==> src/sv/selective_repeat_sender_window_core_assert.svh <==
// Assertion macros shared by the window core.
// Each expects signals named clk and rst_n in the enclosing module.
`ifndef SELECTIVE_REPEAT_SENDER_WINDOW_CORE_ASSERT_SVH
`define SELECTIVE_REPEAT_SENDER_WINDOW_CORE_ASSERT_SVH

`ifndef SYNTH

// Same-cycle implication.
`define SRSW_ASSERT_NOW(lbl, ante, cons, msg) \
  lbl: assert property (@(posedge clk) disable iff (!rst_n) (ante) |-> (cons)) \
    else $error(msg);

// Next-cycle implication.
`define SRSW_ASSERT_NEXT(lbl, ante, cons, msg) \
  lbl: assert property (@(posedge clk) disable iff (!rst_n) (ante) |=> (cons)) \
    else $error(msg);

`else

`define SRSW_ASSERT_NOW(lbl, ante, cons, msg)
`define SRSW_ASSERT_NEXT(lbl, ante, cons, msg)

`endif

`endif

==> src/sv/srsw_pkg.sv <==
`timescale 1ns / 1ps

package srsw_pkg;

  // Sequence space is a power of two, so sequence arithmetic wraps in SEQ_W bits.
  localparam int SEQ_SPACE    = 8;
  localparam int SEQ_W        = 3;
  localparam int PAYLOAD_BITS = 32;
  localparam int WIN_W        = 3;

  localparam logic [SEQ_W-1:0] SEQ_ONE    = 1;
  localparam logic [WIN_W-1:0] WIN_ONE    = 1;
  localparam logic [WIN_W-1:0] WIN_ZERO   = 0;
  localparam logic [WIN_W-1:0] WIN_RESET  = 4;

  localparam int IN_DATA_W  = 40;
  localparam int IN_USER_W  = 2;
  localparam int OUT_DATA_W = 56;

  typedef enum logic [1:0] {
    CMD_SEND    = 2'd0,
    CMD_ACK     = 2'd1,
    CMD_TIMEOUT = 2'd2,
    CMD_NONE    = 2'd3
  } cmd_t;

  typedef enum logic [2:0] {
    S_IDLE,
    S_OCC,
    S_CMD,
    S_SLIDE,
    S_READ,
    S_FIN
  } state_t;

  typedef struct packed {
    logic                    accepted;
    logic                    packet_valid;
    logic [SEQ_W-1:0]        packet_seq;
    logic [PAYLOAD_BITS-1:0] packet_payload;
    logic                    timer_start;
    logic                    timer_stop;
    logic [SEQ_W-1:0]        timer_index;
  } res_t;

endpackage

==> src/sv/srsw_ram.sv <==
`timescale 1ns / 1ps

module srsw_ram #(
  parameter int WIDTH = 32,
  parameter int DEPTH = 8
) (
  input  logic                     clk,
  input  logic                     we,
  input  logic [$clog2(DEPTH)-1:0] waddr,
  input  logic [WIDTH-1:0]         wdata,
  input  logic [$clog2(DEPTH)-1:0] raddr,
  output logic [WIDTH-1:0]         rdata
);

  logic [WIDTH-1:0] mem_r [DEPTH];
  logic [WIDTH-1:0] rdata_r;

  always_ff @(posedge clk) begin
    if (we) begin
      mem_r[waddr] <= wdata;
    end
    rdata_r <= mem_r[raddr];
  end

  assign rdata = rdata_r;

endmodule

==> src/sv/selective_repeat_sender_window_core.sv <==
`timescale 1ns / 1ps
// Sender window of a selective-repeat ARQ link. Each input transfer carries a command in
// in_tuser (send, acknowledgment, timer expiry) and one result transfer comes back per
// command, reporting the packet to emit, the timer action and the window status after the
// step. From acceptance, a send, an ignored command or an acknowledgment that marks
// nothing passes through states OCC, CMD and FIN to the result register; a timer expiry
// adds READ for the registered payload buffer read; an acknowledgment that marks an entry
// adds SLIDE, sliding the base past the consecutive marked entries, one entry per cycle.
// A small sequencer runs these states and a single shared modulo-subtract-and-compare
// unit once per step. in_tready is high only while the sequencer is idle; a finished
// result sits in the output register, so the next command is taken while that result still
// waits for out_tready. The user must write window_size through cfg_wr_en/cfg_wr_data
// only while no command is in flight, unenforced by the block; 0 acts as a window of one.

`include "selective_repeat_sender_window_core_assert.svh"

module selective_repeat_sender_window_core (
  input  logic                               clk,
  input  logic                               rst_n,
  // Command channel
  input  logic                               in_tvalid,
  output logic                               in_tready,
  // seq_number[2:0], ack_intact[3], payload[35:4], zero fill [39:36]
  input  logic [srsw_pkg::IN_DATA_W-1:0]     in_tdata,
  // command[1:0]
  input  logic [srsw_pkg::IN_USER_W-1:0]     in_tuser,
  // Result channel
  output logic                               out_tvalid,
  input  logic                               out_tready,
  // accepted[0], packet_valid[1], packet_seq[4:2], packet_payload[36:5], timer_start[37],
  // timer_stop[38], timer_index[41:39], window_full[42], window_base[45:43],
  // next_sequence[48:46], zero fill [55:49]
  output logic [srsw_pkg::OUT_DATA_W-1:0]    out_tdata,
  // Configuration: window_size
  input  logic                               cfg_wr_en,
  input  logic [srsw_pkg::WIN_W-1:0]         cfg_wr_data
);

  localparam int SW = srsw_pkg::SEQ_W;
  localparam int PW = srsw_pkg::PAYLOAD_BITS;

  srsw_pkg::state_t state_r, state_nxt;

  // Latched command
  srsw_pkg::cmd_t   cmd_r,    cmd_nxt;
  logic [SW-1:0]    seq_r,    seq_nxt;
  logic             intact_r, intact_nxt;
  logic [PW-1:0]    pay_r,    pay_nxt;

  // Window state
  logic [SW-1:0]                     base_r,  base_nxt;
  logic [SW-1:0]                     next_r,  next_nxt;
  logic [srsw_pkg::SEQ_SPACE-1:0]    marks_r, marks_nxt;
  logic [srsw_pkg::WIN_W-1:0]        window_size_r;

  // Per-command scratch
  logic [SW-1:0]    occ_r,  occ_nxt;
  logic             room_r, room_nxt;
  srsw_pkg::res_t   res_r,  res_nxt;

  // Output register
  logic                            out_valid_r, out_valid_nxt;
  logic [srsw_pkg::OUT_DATA_W-1:0] out_data_r,  out_data_nxt;

  // Shared unit: modulo subtract, then compare against a selected bound
  logic [SW-1:0]                 sub_a, sub_b, diff;
  logic [srsw_pkg::WIN_W-1:0]    cmp_b;
  logic                          cmp_lt;
  logic [srsw_pkg::WIN_W-1:0]    eff_window;

  // Payload buffer
  logic           ram_we;
  logic [PW-1:0]  ram_rdata;

  logic in_xfer;
  logic out_free;
  logic slide_go;

  assign in_tready  = (state_r == srsw_pkg::S_IDLE);
  assign in_xfer    = in_tvalid && in_tready;
  assign out_free   = !out_valid_r || out_tready;
  assign out_tvalid = out_valid_r;
  assign out_tdata  = out_data_r;

  // A zero window behaves as one; the 3-bit register cannot exceed SEQ_SPACE-1.
  assign eff_window = (window_size_r == srsw_pkg::WIN_ZERO) ? srsw_pkg::WIN_ONE
                                                            : window_size_r;

  // Operand select: distance of the acked number from base while deciding the command,
  // outstanding count (next - base) everywhere else.
  always_comb begin
    sub_a = (state_r == srsw_pkg::S_CMD) ? seq_r : next_r;
    sub_b = base_r;
    cmp_b = (state_r == srsw_pkg::S_CMD) ? occ_r : eff_window;
  end

  assign diff   = sub_a - sub_b;
  assign cmp_lt = (diff < cmp_b);

  // Advance base while the entry under it is marked and it has not reached next.
  assign slide_go = (base_r != next_r) && marks_r[base_r];

  srsw_ram #(
    .WIDTH (PW),
    .DEPTH (srsw_pkg::SEQ_SPACE)
  ) u_payload_ram (
    .clk   (clk),
    .we    (ram_we),
    .waddr (next_r),
    .wdata (pay_r),
    .raddr (seq_r),
    .rdata (ram_rdata)
  );

  // Next state
  always_comb begin
    state_nxt = state_r;
    unique case (state_r)
      srsw_pkg::S_IDLE: begin
        if (in_xfer) begin
          state_nxt = srsw_pkg::S_OCC;
        end
      end
      srsw_pkg::S_OCC: begin
        state_nxt = srsw_pkg::S_CMD;
      end
      srsw_pkg::S_CMD: begin
        if (cmd_r == srsw_pkg::CMD_ACK && intact_r && cmp_lt) begin
          state_nxt = srsw_pkg::S_SLIDE;
        end else if (cmd_r == srsw_pkg::CMD_TIMEOUT) begin
          state_nxt = srsw_pkg::S_READ;
        end else begin
          state_nxt = srsw_pkg::S_FIN;
        end
      end
      srsw_pkg::S_SLIDE: begin
        if (!slide_go) begin
          state_nxt = srsw_pkg::S_FIN;
        end
      end
      srsw_pkg::S_READ: begin
        state_nxt = srsw_pkg::S_FIN;
      end
      srsw_pkg::S_FIN: begin
        if (out_free) begin
          state_nxt = srsw_pkg::S_IDLE;
        end
      end
      default: begin
        state_nxt = srsw_pkg::S_IDLE;
      end
    endcase
  end

  // Datapath updates per state
  always_comb begin
    cmd_nxt       = cmd_r;
    seq_nxt       = seq_r;
    intact_nxt    = intact_r;
    pay_nxt       = pay_r;
    base_nxt      = base_r;
    next_nxt      = next_r;
    marks_nxt     = marks_r;
    occ_nxt       = occ_r;
    room_nxt      = room_r;
    res_nxt       = res_r;
    ram_we        = 1'b0;
    out_data_nxt  = out_data_r;
    // Drop the result once the consumer takes it
    out_valid_nxt = out_valid_r && !out_tready;

    unique case (state_r)
      srsw_pkg::S_IDLE: begin
        if (in_xfer) begin
          cmd_nxt    = srsw_pkg::cmd_t'(in_tuser);
          seq_nxt    = in_tdata[2:0];
          intact_nxt = in_tdata[3];
          pay_nxt    = in_tdata[35:4];
          res_nxt    = '0;
        end
      end
      srsw_pkg::S_OCC: begin
        // Outstanding count and room for a send
        occ_nxt  = diff;
        room_nxt = cmp_lt;
      end
      srsw_pkg::S_CMD: begin
        unique case (cmd_r)
          srsw_pkg::CMD_SEND: begin
            if (room_r) begin
              ram_we                 = 1'b1;
              res_nxt.accepted       = 1'b1;
              res_nxt.packet_valid   = 1'b1;
              res_nxt.packet_seq     = next_r;
              res_nxt.packet_payload = pay_r;
              res_nxt.timer_start    = 1'b1;
              res_nxt.timer_index    = next_r;
              next_nxt               = next_r + srsw_pkg::SEQ_ONE;
            end
          end
          srsw_pkg::CMD_ACK: begin
            if (intact_r) begin
              res_nxt.accepted    = 1'b1;
              res_nxt.timer_stop  = 1'b1;
              res_nxt.timer_index = seq_r;
              // Mark only numbers that are outstanding
              if (cmp_lt) begin
                marks_nxt[seq_r] = 1'b1;
              end
            end
          end
          srsw_pkg::CMD_TIMEOUT: begin
            res_nxt.packet_valid = 1'b1;
            res_nxt.packet_seq   = seq_r;
            res_nxt.timer_start  = 1'b1;
            res_nxt.timer_index  = seq_r;
          end
          srsw_pkg::CMD_NONE: begin
          end
          default: begin
          end
        endcase
      end
      srsw_pkg::S_SLIDE: begin
        if (slide_go) begin
          marks_nxt[base_r] = 1'b0;
          base_nxt          = base_r + srsw_pkg::SEQ_ONE;
        end
      end
      srsw_pkg::S_READ: begin
        res_nxt.packet_payload = ram_rdata;
      end
      srsw_pkg::S_FIN: begin
        if (out_free) begin
          out_valid_nxt = 1'b1;
          out_data_nxt  = {7'd0, next_r, base_r, !cmp_lt,
                           res_r.timer_index, res_r.timer_stop, res_r.timer_start,
                           res_r.packet_payload, res_r.packet_seq,
                           res_r.packet_valid, res_r.accepted};
        end
      end
      default: begin
      end
    endcase
  end

  // Control registers
  always_ff @(posedge clk) begin
    if (!rst_n) begin
      state_r       <= srsw_pkg::S_IDLE;
      base_r        <= '0;
      next_r        <= '0;
      marks_r       <= '0;
      window_size_r <= srsw_pkg::WIN_RESET;
      out_valid_r   <= 1'b0;
    end else begin
      state_r     <= state_nxt;
      base_r      <= base_nxt;
      next_r      <= next_nxt;
      marks_r     <= marks_nxt;
      out_valid_r <= out_valid_nxt;
      if (cfg_wr_en) begin
        window_size_r <= cfg_wr_data;
      end
    end
  end

  // Payload registers
  always_ff @(posedge clk) begin
    cmd_r      <= cmd_nxt;
    seq_r      <= seq_nxt;
    intact_r   <= intact_nxt;
    pay_r      <= pay_nxt;
    occ_r      <= occ_nxt;
    room_r     <= room_nxt;
    res_r      <= res_nxt;
    out_data_r <= out_data_nxt;
  end

  // Sequencer holds off new commands for the cycle after one is taken
  `SRSW_ASSERT_NEXT(a_busy_after_take, in_xfer, !in_tready, "in_tready high after a transfer")
  // Slide leaves the base on an unmarked entry
  `SRSW_ASSERT_NOW(a_base_unmarked, state_r == srsw_pkg::S_IDLE, !marks_r[base_r], "base marked when idle")
  // Every emitted packet restarts its timer
  `SRSW_ASSERT_NOW(a_packet_timer, out_valid_r, out_data_r[1] == out_data_r[37], "packet without timer start")
  // A timer is never started and stopped in one result
  `SRSW_ASSERT_NOW(a_timer_excl, out_valid_r, !(out_data_r[37] && out_data_r[38]), "timer start and stop together")

endmodule

==> config.mk <==
export PLATFORM = sky130hd
export DESIGN_NAME = selective_repeat_sender_window_core
export DESIGN_NICKNAME = d
export VERILOG_FILES = /design/src/sv/srsw_pkg.sv /design/src/sv/srsw_ram.sv /design/src/sv/selective_repeat_sender_window_core.sv
export VERILOG_INCLUDE_DIRS = /design/src /design/src/sv
export SDC_FILE = /design/constraint.sdc
export NUM_CORES = 1
export LEC_CHECK = 0
export BUFFER_PORTS_ARGS = -buffer_cell sky130_fd_sc_hd__buf_2
export CAP_MARGIN = 5
export CELL_PAD_IN_SITES_DETAIL_PLACEMENT = 1
export CELL_PAD_IN_SITES_GLOBAL_PLACEMENT = 1
export CORE_UTILIZATION = 40
export DETAILED_ROUTE_END_ITERATION = 8
export PLACE_DENSITY = 0.67
export SLEW_MARGIN = 40
export SYNTH_ARGS = -nofsm -noshare
export SYNTH_HDL_FRONTEND = slang
export SYNTH_SLANG_ARGS = --single-unit
==> constraint.sdc <==
create_clock -name clk -period 9.1 [get_ports clk]
set_input_delay 0.455 -clock clk [delete_from_list [all_inputs] [get_ports clk]]
set_output_delay 0.455 -clock clk [all_outputs]
set_load 0.01 [all_outputs]
==> run_results.csv, run 1 <==
group,metric,value,unit
status,status,"completed",
drt,drt-initial-drc-count,634,
power_and_ir_drop,ir_drop,0.000175,V
clock_network,post_cts_buffers,0,
setup_path,crit_required,9.59,ns
power_and_ir_drop,power.leakage,6.13,nW
setup_path,cpMaxStageDelayCell,"inv_4",
grt,grt_overflow_total,0,
sta,worst_slew_pin_slew,0.704,ns
sta,tns,0,ns
yosys,yosys_most_used_dff,"edfxtp_1",
sta,hold_viol_final,0,
yosys,synth_top_cell_area_share,74.5,%
setup_path,start_kind,"flip-flop",
placement,gp_congestion,0.745,
grt,grt_usage,18.6,%
grt,grt_max_degree,46,
floorplanning,die_y,199,um
job,drv_cap,0,
final_layout,fin_area,18200,um^2
drt,ant_nets,0,
placement,place_area,16700,um^2
setup_path,cp_cell_sequence,"or3b_1 -> inv_4 -> mux2i_1 -> ha_1 -> fa_1 -> xor2_1 -> xnor2_1 -> ha_1 -> nand2_1 -> nand4b_1 -> a211oi_4 -> a21oi_1 -> a211oi_1",
drt,first_pass_iters,5,
power_and_ir_drop,p_per_area,244,nW/um^2
yosys,ys_seq_elements,440,
power_and_ir_drop,p_switching,0.964,mW
placement,io_buffers,96,
yosys,synth_area_per_cell,17.9,um^2
drt,viasPerCell,5.44,
drt,wl_per_cell,23.6,um
clock_network,cts-htree-levels,2,
final_layout,drive_gt1_share,20.4,%
final_layout,diodes,0,
yosys,syn_inst,870,
yosys,yosysUniqueCellTypes,55,
floorplanning,ioPinCount,108,
sta,finalClockSkew,0.0377,ns
final_layout,syn_to_final_growth,17.0,%
power_and_ir_drop,swShare,21.7,%
clock_network,clock_latency,0.59,ns
clock_network,clk_pin_slew_worst_paths,0.06,ns
drt,drcViolationCount,0,
power_and_ir_drop,comb_power_share,4.4,%
final_layout,fin_nets,1040,
clock_network,numCtsBuffers,46,
yosys,ys_warn_count,0,
sta,fin_crit,4.46,ns
clock_network,root_buffer,"clkbuf_16",
sta,setup_viol,0,
floorplanning,row_count,71,
floorplanning,initial_core_util,41.0,%
yosys,synthTopCellsByArea,"edfxtp_1, dfxtp_1, a22oi_1",
power_and_ir_drop,seqPwrFrac,53.1,%
yosys,synth_edf_count,387,
sta,post-route-period-util,49.0,%
clock_network,clock_sinks,440,
clock_network,cts_tree,"done",
yosys,synth_area,15600,um^2
setup_path,worstPathMaxFanout,45,
yosys,async_flop_share,0,%
floorplanning,core,38000,um^2
grt,grt_pass1_vias,8706,
setup_path,end_kind,"flip-flop",
floorplanning,die_w,199,um
floorplanning,dieArea,39800,um^2
sta,fmax,224,MHz
min_path,hold_class,"input port to flip-flop",
sta,final_max_slew_viol_count,0,
power_and_ir_drop,total_power,4.44,mW
setup_path,path_common_cell,"ha_1",
placement,hpwl,18500,um
power_and_ir_drop,pwr-share-clk,42.5,%
clock_network,cts_buffer_depth,3,
setup_path,critPathKind,"flip-flop to flip-flop",
grt,grt_pass1_wl,53900,um
sta,rsz0062_at_grt,"false",
yosys,yosysTopAreaCell,"edfxtp_1",
drt,routed-via-count,8322,
drt,wl,36100,um
sta,slew_headroom,52.7,%
setup_path,critical-path-max-stage-delay,0.61,ns
power_and_ir_drop,internal_power,3.48,mW
yosys,ys_seq_area_share,81.3,%
grt,antenna_found_initial,0,
setup_path,worstPathArrival,4.95,ns
[critical path: cells and delay by family (launching register included)]
kind                     cells  cell delay (ns)
adder cells (fa/ha/maj)      3             0.91
XOR/XNOR                     2             0.38
AND/OR/NAND/NOR              3             0.84
buffers and inverters        1             0.61
AO/OA/AOI/OAI                3             0.90
multiplexers                 1             0.16
flip-flops                   1             0.53
[state kept, by name (all words and copies together), names as in the netlist]
signal,flops
u_payload_ram.rdata,32
next_r,3
u_payload_ram.mem_r,256
room_r,1
seq_r,3
window_size_r,3
occ_r,3
cmd_r,2
intact_r,1
state_r,3
base_r,3
out_tdata,48
marks_r,8
out_tvalid,1
pay_r,32
res_r,41
[path summary, 6_finish.rpt]
kind                                               from                 endpoint  slack (ns)  cells after the start
worst max-delay path            state_r[1]$_SDFFE_PN0P_  marks_r[1]$_SDFFE_PN0P_        4.64                     13
worst min-delay path                       in_tdata[32]      pay_r[28]$_DFFE_PP_        0.04                      1
worst max register to register  state_r[1]$_SDFFE_PN0P_  marks_r[1]$_SDFFE_PN0P_        4.64                     13
worst min register to register      res_r[21]$_DFFE_PP_  out_tdata[21]$_DFFE_PP_        0.42                      0
[layout by cell type, fill, tap and decap left out, types with 11 or more instances in the layout]
cell type / instances
a21oi_1: 15
a22o_1: 38
a22oi_1: 100
buf_2: 96
buf_4: 17
clkbuf_1: 11
clkbuf_16: 47
dfxtp_1: 53
edfxtp_1: 387
mux2i_1: 19
nand2_1: 22
nand2b_1: 11
nand4_1: 26
nor2_1: 18
[synth_stat cells (10+ instances only)]
cell,count
edfxtp_1,387
dfxtp_1,53
nand2b_1,11
mux2i_1,19
nand2_1,22
a22o_1,38
clkbuf_1,38
nor2_1,27
nor3_1,12
nand4_1,26
nand3_1,10
a22oi_1,100
a21oi_1,16
[stage by stage]
step / instances / hold slack, ns / util [%] / setup WS (ns)
CTS: 1530 / 0.0000269 / 48.0 / 4.64
detailed placement: 1442 / 0.406 / 43.8 / 4.67
global route: 1530 / 0.0105 / 48.0 / 4.27
floorplan: 876 / 0.400 / - / 5.00
finish: 1530 / 0.0372 / 48.0 / 4.64
global placement: 1442 / 0.401 / 43.8 / 4.77
[repair_timing]
action / CTS / global route
hold buffers: 2 / 0
hold endpoints to repair: 2 / 0
endpoints found under the setup margin: 0 / 0
resized for setup: 0 / 0
[power groups by stage]
stage	clock (mW)	combinational, mW	sequential [mW]
4_1_cts	1.93	0.200	2.36
6_report	1.89	0.196	2.36
3_3_place_gp	0	0.193	2.39
3_5_place_dp	0	0.198	2.40
5_1_grt	2.00	0.215	2.37
2_1_floorplan	0	0.125	2.37
[cell type report]
type,instances,area [um^2]
tap,511,639
clock inverter,19,205
clock buffer,67,1340
inverter,10,40.0
sequential,440,12700
timing repair buffer,115,628
multi-input combinational,368,2700
fill,3597,19800
[logic make-up (layout without fill, tap and decap cells)]
family	Yosys count	in the layout	share of synthesized area (%)
xor+xnor	6	6	0.337
mux	19	19	1.22
simple gates	131	131	4.43
fa+ha+maj	9	9	0.770
flops	440	440	81.3
compound gates	196	196	9.82
other cells	1	7	0.0241
buf+inv	68	211	2.05
[routing by layer]
metal,vias to the layer above,global-route usage (%),routed length [um]
met4,0,5.34,754
met2,233,29.9,17000
met3,56,3.51,1820
met5,-,0,0
met1,4318,25.7,16500
li1,3715,-,-
No activity file was read; power rests on OpenSTA's default activity.
==> run 2: changes to the inputs <==
==> constraint.sdc (replaced) <==
create_clock -name clk -period 4.12 [get_ports clk]
set_input_delay 0.206 -clock clk [delete_from_list [all_inputs] [get_ports clk]]
set_output_delay 0.206 -clock clk [all_outputs]
set_load 0.01 [all_outputs]
==> run 2 against run 1 <==
Final cell count increased by 3.7%; hold slack got worse by 0.0059 ns; flip-flop and latch count unchanged; combinational power increased by 140%; critical path type unchanged; critical endpoint is now marks_r[3]$_SDFFE_PN0P_; largest cell class unchanged.
==> run_results.csv, run 2 (synthesis results as in run 1) <==
group,metric,value,unit
grt,antenna_found_initial,0,
grt,grt_overflow_total,0,
clock_network,numCtsBuffers,46,
sta,worst_slew_pin_slew,0.803,ns
drt,drt-initial-drc-count,588,
sta,worst_slack,0.407,ns
clock_network,clock_latency,0.58,ns
power_and_ir_drop,ir_drop,0.000348,V
clock_network,clk_pin_slew_worst_paths,0.06,ns
clock_network,post_cts_buffers,0,
setup_path,start_kind,"flip-flop",
final_layout,layout_commonest_cell,"edfxtp_1",
clock_network,ctsResizeCount,0,
power_and_ir_drop,p_per_area,533,nW/um^2
final_layout,final_cell_mix,"edfxtp_1, a22oi_1, buf_2",
clock_network,clock_sinks,440,
floorplanning,dieArea,39800,um^2
drt,viasPerCell,5.40,
clock_network,cts-htree-levels,2,
final_layout,drive_gt1_share,20.7,%
sta,rsz0062_at_grt,"false",
clock_network,root_buffer,"clkbuf_16",
sta,finalClockSkew,0.0354,ns
grt,grt_usage,18.9,%
setup_path,worstPathMaxFanout,12,
sta,setup_viol,0,
power_and_ir_drop,pwr-share-clk,43.6,%
power_and_ir_drop,comb_power_share,4.7,%
clock_network,cts_tree,"done",
sta,slew_headroom,46.5,%
setup_path,end_kind,"flip-flop",
floorplanning,row_count,71,
clock_network,cts_buffer_depth,3,
final_layout,regMostFlops,"u_payload_ram.mem_r",
final_layout,diodes,0,
drt,drcViolationCount,0,
sta,post-route-period-util,90.1,%
drt,wl,37200,um
floorplanning,die_y,199,um
power_and_ir_drop,swShare,21.6,%
drt,wl_per_cell,23.4,um
grt,grt_max_degree,34,
floorplanning,core,38000,um^2
power_and_ir_drop,p_switching,2.17,mW
final_layout,largest_reg_flops,256,
final_layout,fin_nets,1096,
placement,hpwl,20400,um
min_path,hold_class,"input port to flip-flop",
drt,first_pass_iters,5,
floorplanning,die_w,199,um
drt,routed-via-count,8563,
floorplanning,initial_core_util,41.0,%
placement,dpl_worst_slack,0.424,ns
sta,fin_crit,3.71,ns
drt,ant_nets,0,
power_and_ir_drop,power.leakage,6.42,nW
placement,gp_congestion,0.776,
job,drv_cap,0,
power_and_ir_drop,internal_power,7.90,mW
grt,grt_pass1_vias,9101,
final_layout,syn_to_final_growth,21.1,%
status,status,"completed",
setup_path,critPathKind,"flip-flop to flip-flop",
sta,tns,0,ns
power_and_ir_drop,seqPwrFrac,51.7,%
placement,io_buffers,96,
floorplanning,ioPinCount,108,
grt,grt_pass1_wl,55500,um
setup_path,crit_required,4.60,ns
sta,final_max_slew_viol_count,0,
setup_path,worstPathArrival,4.19,ns
sta,hold_viol_final,0,
sta,fmax,269,MHz
run 2: changes by cell type in the layout (fill, tap and decap cells not counted), sizes merged:
| cell | change |
|---|---|
| inv | +1 |
| buf | +12 |
| dlygate4sd3 | +44 |
| bufinv | +5 |
| clkbuf | -13 |
| clkinvlp | +2 |
| clkinv | +5 |
run 2: final timing paths:
kind / from / depth (start not counted) / slack (ns) / to
max: state_r[1]$_SDFFE_PN0P_ / 13 / 0.41 / marks_r[3]$_SDFFE_PN0P_
min: out_tready / 3 / 0.03 / out_tvalid$_SDFF_PN0_
max reg2reg: state_r[1]$_SDFFE_PN0P_ / 13 / 0.41 / marks_r[3]$_SDFFE_PN0P_
min reg2reg: res_r[13]$_DFFE_PP_ / 0 / 0.42 / out_tdata[13]$_DFFE_PP_
run 2: metal layers:
metal | routed length (um) | global-route usage, % | part of all wire (%) | up-vias
li1 | - | - | - | 3836
met1 | 16600 | 25.4 | 45 | 4447
met2 | 18200 | 32.1 | 49 | 223
met3 | 1700 | 2.99 | 4.6 | 57
met4 | 667 | 4.83 | 1.8 | 0
met5 | 0 | 0 | 0 | -
run 2: area by class of cell:
class	instances	area [um^2]
Clock buffer	54	1220
Clock inverter	32	408
Fill cell	3630	19100
Inverter	10	40.0
Multi-Input combinational cell	368	2710
Sequential cell	440	12700
Tap cell	511	639
Timing Repair Buffer	171	1190
run 2: what timing repair did:
item | CTS | global route
hold endpoints to repair | 45 | 0
setup endpoints to repair | 0 | 0
hold buffers | 46 | 0
run 2: worst max-delay path, stage by stage, from the launching register on:
cell      delay, ns
dfxtp_1        0.52
or3b_1         0.45
inv_4          0.11
mux2i_1        0.08
ha_1           0.22
fa_1           0.40
xor2_1         0.17
xnor2_1        0.26
ha_1           0.28
nand2_1        0.09
nand4b_1       0.16
a211oi_4       0.51
a21oi_1        0.14
a211oi_1       0.24
run 2: stage by stage:
step	utilization, %	instances	hold slack, ns	total power [mW]	area [um^2]
2_1_floorplan	-	876	0.305	5.51	15600
3_3_place_gp	44.1	1451	0.384	5.72	16800
3_5_place_dp	44.1	1453	0.385	5.74	16800
4_1_cts	49.6	1585	0.00216	10.2	18900
5_1_grt	49.7	1586	0.0579	10.4	18900
6_report	49.7	1586	0.0314	10.1	18900
run 2: power by group through the flow:
stage          combinational [mW]  sequential (mW)  clock [mW]
2_1_floorplan               0.276             5.24           0
3_3_place_gp                0.431             5.29           0
3_5_place_dp                0.443             5.30           0
4_1_cts                     0.484             5.21        4.47
5_1_grt                     0.521             5.23        4.61
6_report                    0.478             5.21        4.39
==> run 3: changes to the inputs <==
--- a/config.mk
+++ b/config.mk
@@ -12,7 +12,7 @@
 export CELL_PAD_IN_SITES_GLOBAL_PLACEMENT = 1
 export CORE_UTILIZATION = 40
 export DETAILED_ROUTE_END_ITERATION = 8
-export PLACE_DENSITY = 0.67
+export PLACE_DENSITY = 0.69
 export SLEW_MARGIN = 40
 export SYNTH_ARGS = -nofsm -noshare
 export SYNTH_HDL_FRONTEND = slang
==> run 3 against run 2 <==
Combinational power hardly changed; final cell count is 0.57% lower; worst setup slack better by 0.068 ns; flip-flop and latch count stayed put; non-clock buffer count is 5 lower; clock skew is 0.011 ns lower; utilization is 0.69 points lower; cell area is 1.4% lower; register-to-register slack better by 0.07 ns; critical endpoint unchanged; largest power group unchanged.
==> run_results.csv, run 3 (synthesis results as in run 1) <==
group,metric,value,unit
final_layout,n_fill_cell,3666,
setup_path,rr_endpoint,"marks_r[3]$_SDFFE_PN0P_",
sta,finalClockSkew,0.0245,ns
sta,worst_slew_pin_slew,0.749,ns
sta,slew_headroom,50.0,%
placement,io_buffers,96,
sta,rsz0062_at_grt,"false",
setup_path,ff2ff_path_depth,13,
final_layout,fin_area,18600,um^2
setup_path,worstPathArrival,4.12,ns
final_layout,syn_to_final_growth,19.4,%
min_path,hold_class,"input port to flip-flop",
clock_network,clock_sinks,440,
floorplanning,core,38000,um^2
power_and_ir_drop,power.leakage,6.27,nW
setup_path,ff2ff_setup_slack,0.47,ns
sta,fmax,274,MHz
final_layout,diodes,0,
sta,fin_crit,3.65,ns
floorplanning,dieArea,39800,um^2
power_and_ir_drop,p_per_area,506,nW/um^2
floorplanning,ioPinCount,108,
grt,grt_pass1_vias,8965,
setup_path,reg2reg_from,"state_r[1]$_SDFFE_PN0P_",
setup_path,start_kind,"flip-flop",
grt,antenna_found_initial,0,
floorplanning,initial_core_util,41.0,%
sta,final_max_slew_viol_count,0,
sta,hold_viol_final,0,
grt,grt_max_degree,49,
final_layout,regMostFlops,"u_payload_ram.mem_r",
power_and_ir_drop,ir_drop,0.000356,V
floorplanning,die_w,199,um
drt,viasPerCell,5.36,
status,status,"completed",
drt,routed-via-count,8460,
setup_path,worstPathMaxFanout,12,
setup_path,end_kind,"flip-flop",
drt,wl_per_cell,23.1,um
floorplanning,row_count,71,
placement,dp_cells,1449,
sta,post-route-period-util,88.5,%
setup_path,cp_cell_sequence,"or3b_1 -> inv_4 -> mux2i_1 -> ha_1 -> fa_1 -> xor2_1 -> xnor2_1 -> ha_1 -> nand2_1 -> nand4b_1 -> a211oi_4 -> a21oi_1 -> a211oi_1",
final_layout,seq_area,12700,um^2
clock_network,numCtsBuffers,44,
setup_path,cpMaxStageDelayCell,"dfxtp_1",
clock_network,post_cts_buffers,0,
setup_path,path_common_cell,"ha_1",
final_layout,final_cell_mix,"edfxtp_1, a22oi_1, buf_2",
setup_path,crit_required,4.59,ns
clock_network,clk_pin_slew_worst_paths,0.06,ns
final_layout,largest_reg_flops,256,
placement,place_area,16800,um^2
sta,setup_viol,0,
min_path,holdCritStartpoint,"out_tready",
clock_network,root_buffer,"clkbuf_16",
clock_network,cts_hold_buf,46,
setup_path,endpoint,"marks_r[3]$_SDFFE_PN0P_",
setup_path,critical-path-max-stage-delay,0.53,ns
clock_network,cts_buffer_depth,3,
job,drv_cap,0,
drt,wl,36500,um
min_path,worstHoldPathCells,3,
sta,tns,0,ns
clock_network,ctsResizeCount,0,
power_and_ir_drop,total_power,9.42,mW
final_layout,drive_gt1_share,19.7,%
drt,first_pass_iters,5,
setup_path,critPathKind,"flip-flop to flip-flop",
clock_network,cts-htree-levels,2,
clock_network,cts_tree,"done",
drt,drcViolationCount,0,
grt,grt_usage,18.9,%
drt,drt-initial-drc-count,643,
final_layout,fin_nets,1089,
placement,gp_congestion,0.763,
final_layout,multi_input_area,2720,um^2
final_layout,stdcell_count,1577,
setup_path,crit_start,"state_r[1]$_SDFFE_PN0P_",
grt,grt_pass1_wl,55100,um
clock_network,clock_latency,0.57,ns
placement,hpwl,19400,um
drt,ant_nets,0,
grt,grt_overflow_total,0,
final_layout,layout_commonest_cell,"edfxtp_1",
floorplanning,die_y,199,um
[run 3: cell types whose count changed in the layout (fill, tap and decap cells not counted), moves of 2 or more]
| cell | before | now |
|---|---|---|
| buf_12 | 2 | 4 |
| buf_4 | 26 | 17 |
| bufinv_16 | 8 | 0 |
| clkbuf_1 | 4 | 12 |
| clkbuf_8 | 4 | 2 |
| clkinv_1 | 9 | 6 |
| clkinv_2 | 7 | 12 |
| clkinv_4 | 2 | 0 |
| nor2_2 | 8 | 6 |
| nor2_4 | 1 | 3 |
| nor3b_2 | 1 | 3 |
| nor3b_4 | 2 | 0 |
[run 3: worst min path at each step]
stage / endpoint / slack [ns]
floorplan: cmd_r[0]$_DFFE_PP_ / 0.30
finish: out_tvalid$_SDFF_PN0_ / 0.04
CTS: out_tvalid$_SDFF_PN0_ / 0.009
global route: out_tvalid$_SDFF_PN0_ / 0.06
detailed placement: pay_r[22]$_DFFE_PP_ / 0.38
global placement: pay_r[16]$_DFFE_PP_ / 0.38
[run 3: where the power goes]
part,leakage (nW),switching (mW),internal (mW)
Combinational,1.63,0.295,0.185
Clock,0.659,1.66,2.07
Sequential,3.99,0.129,5.08
Total,6.27,2.09,7.33
[run 3: critical path, delay by kind of cell (launching register included)]
family                     cells  cell delay (ns)
AOI/OAI and AO/OA              3             0.86
xor gates and xnor gates       2             0.39
DFF                            1             0.53
muxes                          1             0.07
buffers and inverters          1             0.09
and+or+nand+nor                3             0.71
adders and majority gates      3             0.92
[run 3: metrics by stage]
stage	utilization [%]	setup WS, ns	hold slack (ns)
2_1_floorplan	-	0.0219	0.305
3_3_place_gp	44.1	0.563	0.384
3_5_place_dp	44.2	0.459	0.385
4_1_cts	49.0	0.452	0.00897
5_1_grt	49.0	0.197	0.0564
6_report	49.0	0.475	0.0372
[run 3: final cells by class]
class / count / share of cell area (%)
clock buffer: 59 / 6.44
tap: 511 / 3.43
sequential: 440 / 68.1
multi-input combinational: 368 / 14.6
timing repair buffer: 166 / 6.44
clock inverter: 23 / 0.780
inverter: 10 / 0.215
[run 3: routing by layer]
layer  wire (um)  vias to the layer above  global-route usage, %
li1            -                     3812                      -
met1       15800                     4377                   25.4
met2       18400                      221                   32.3
met5           0                        -                      0
met3        1700                       50                   2.78
met4         610                        0                   4.61
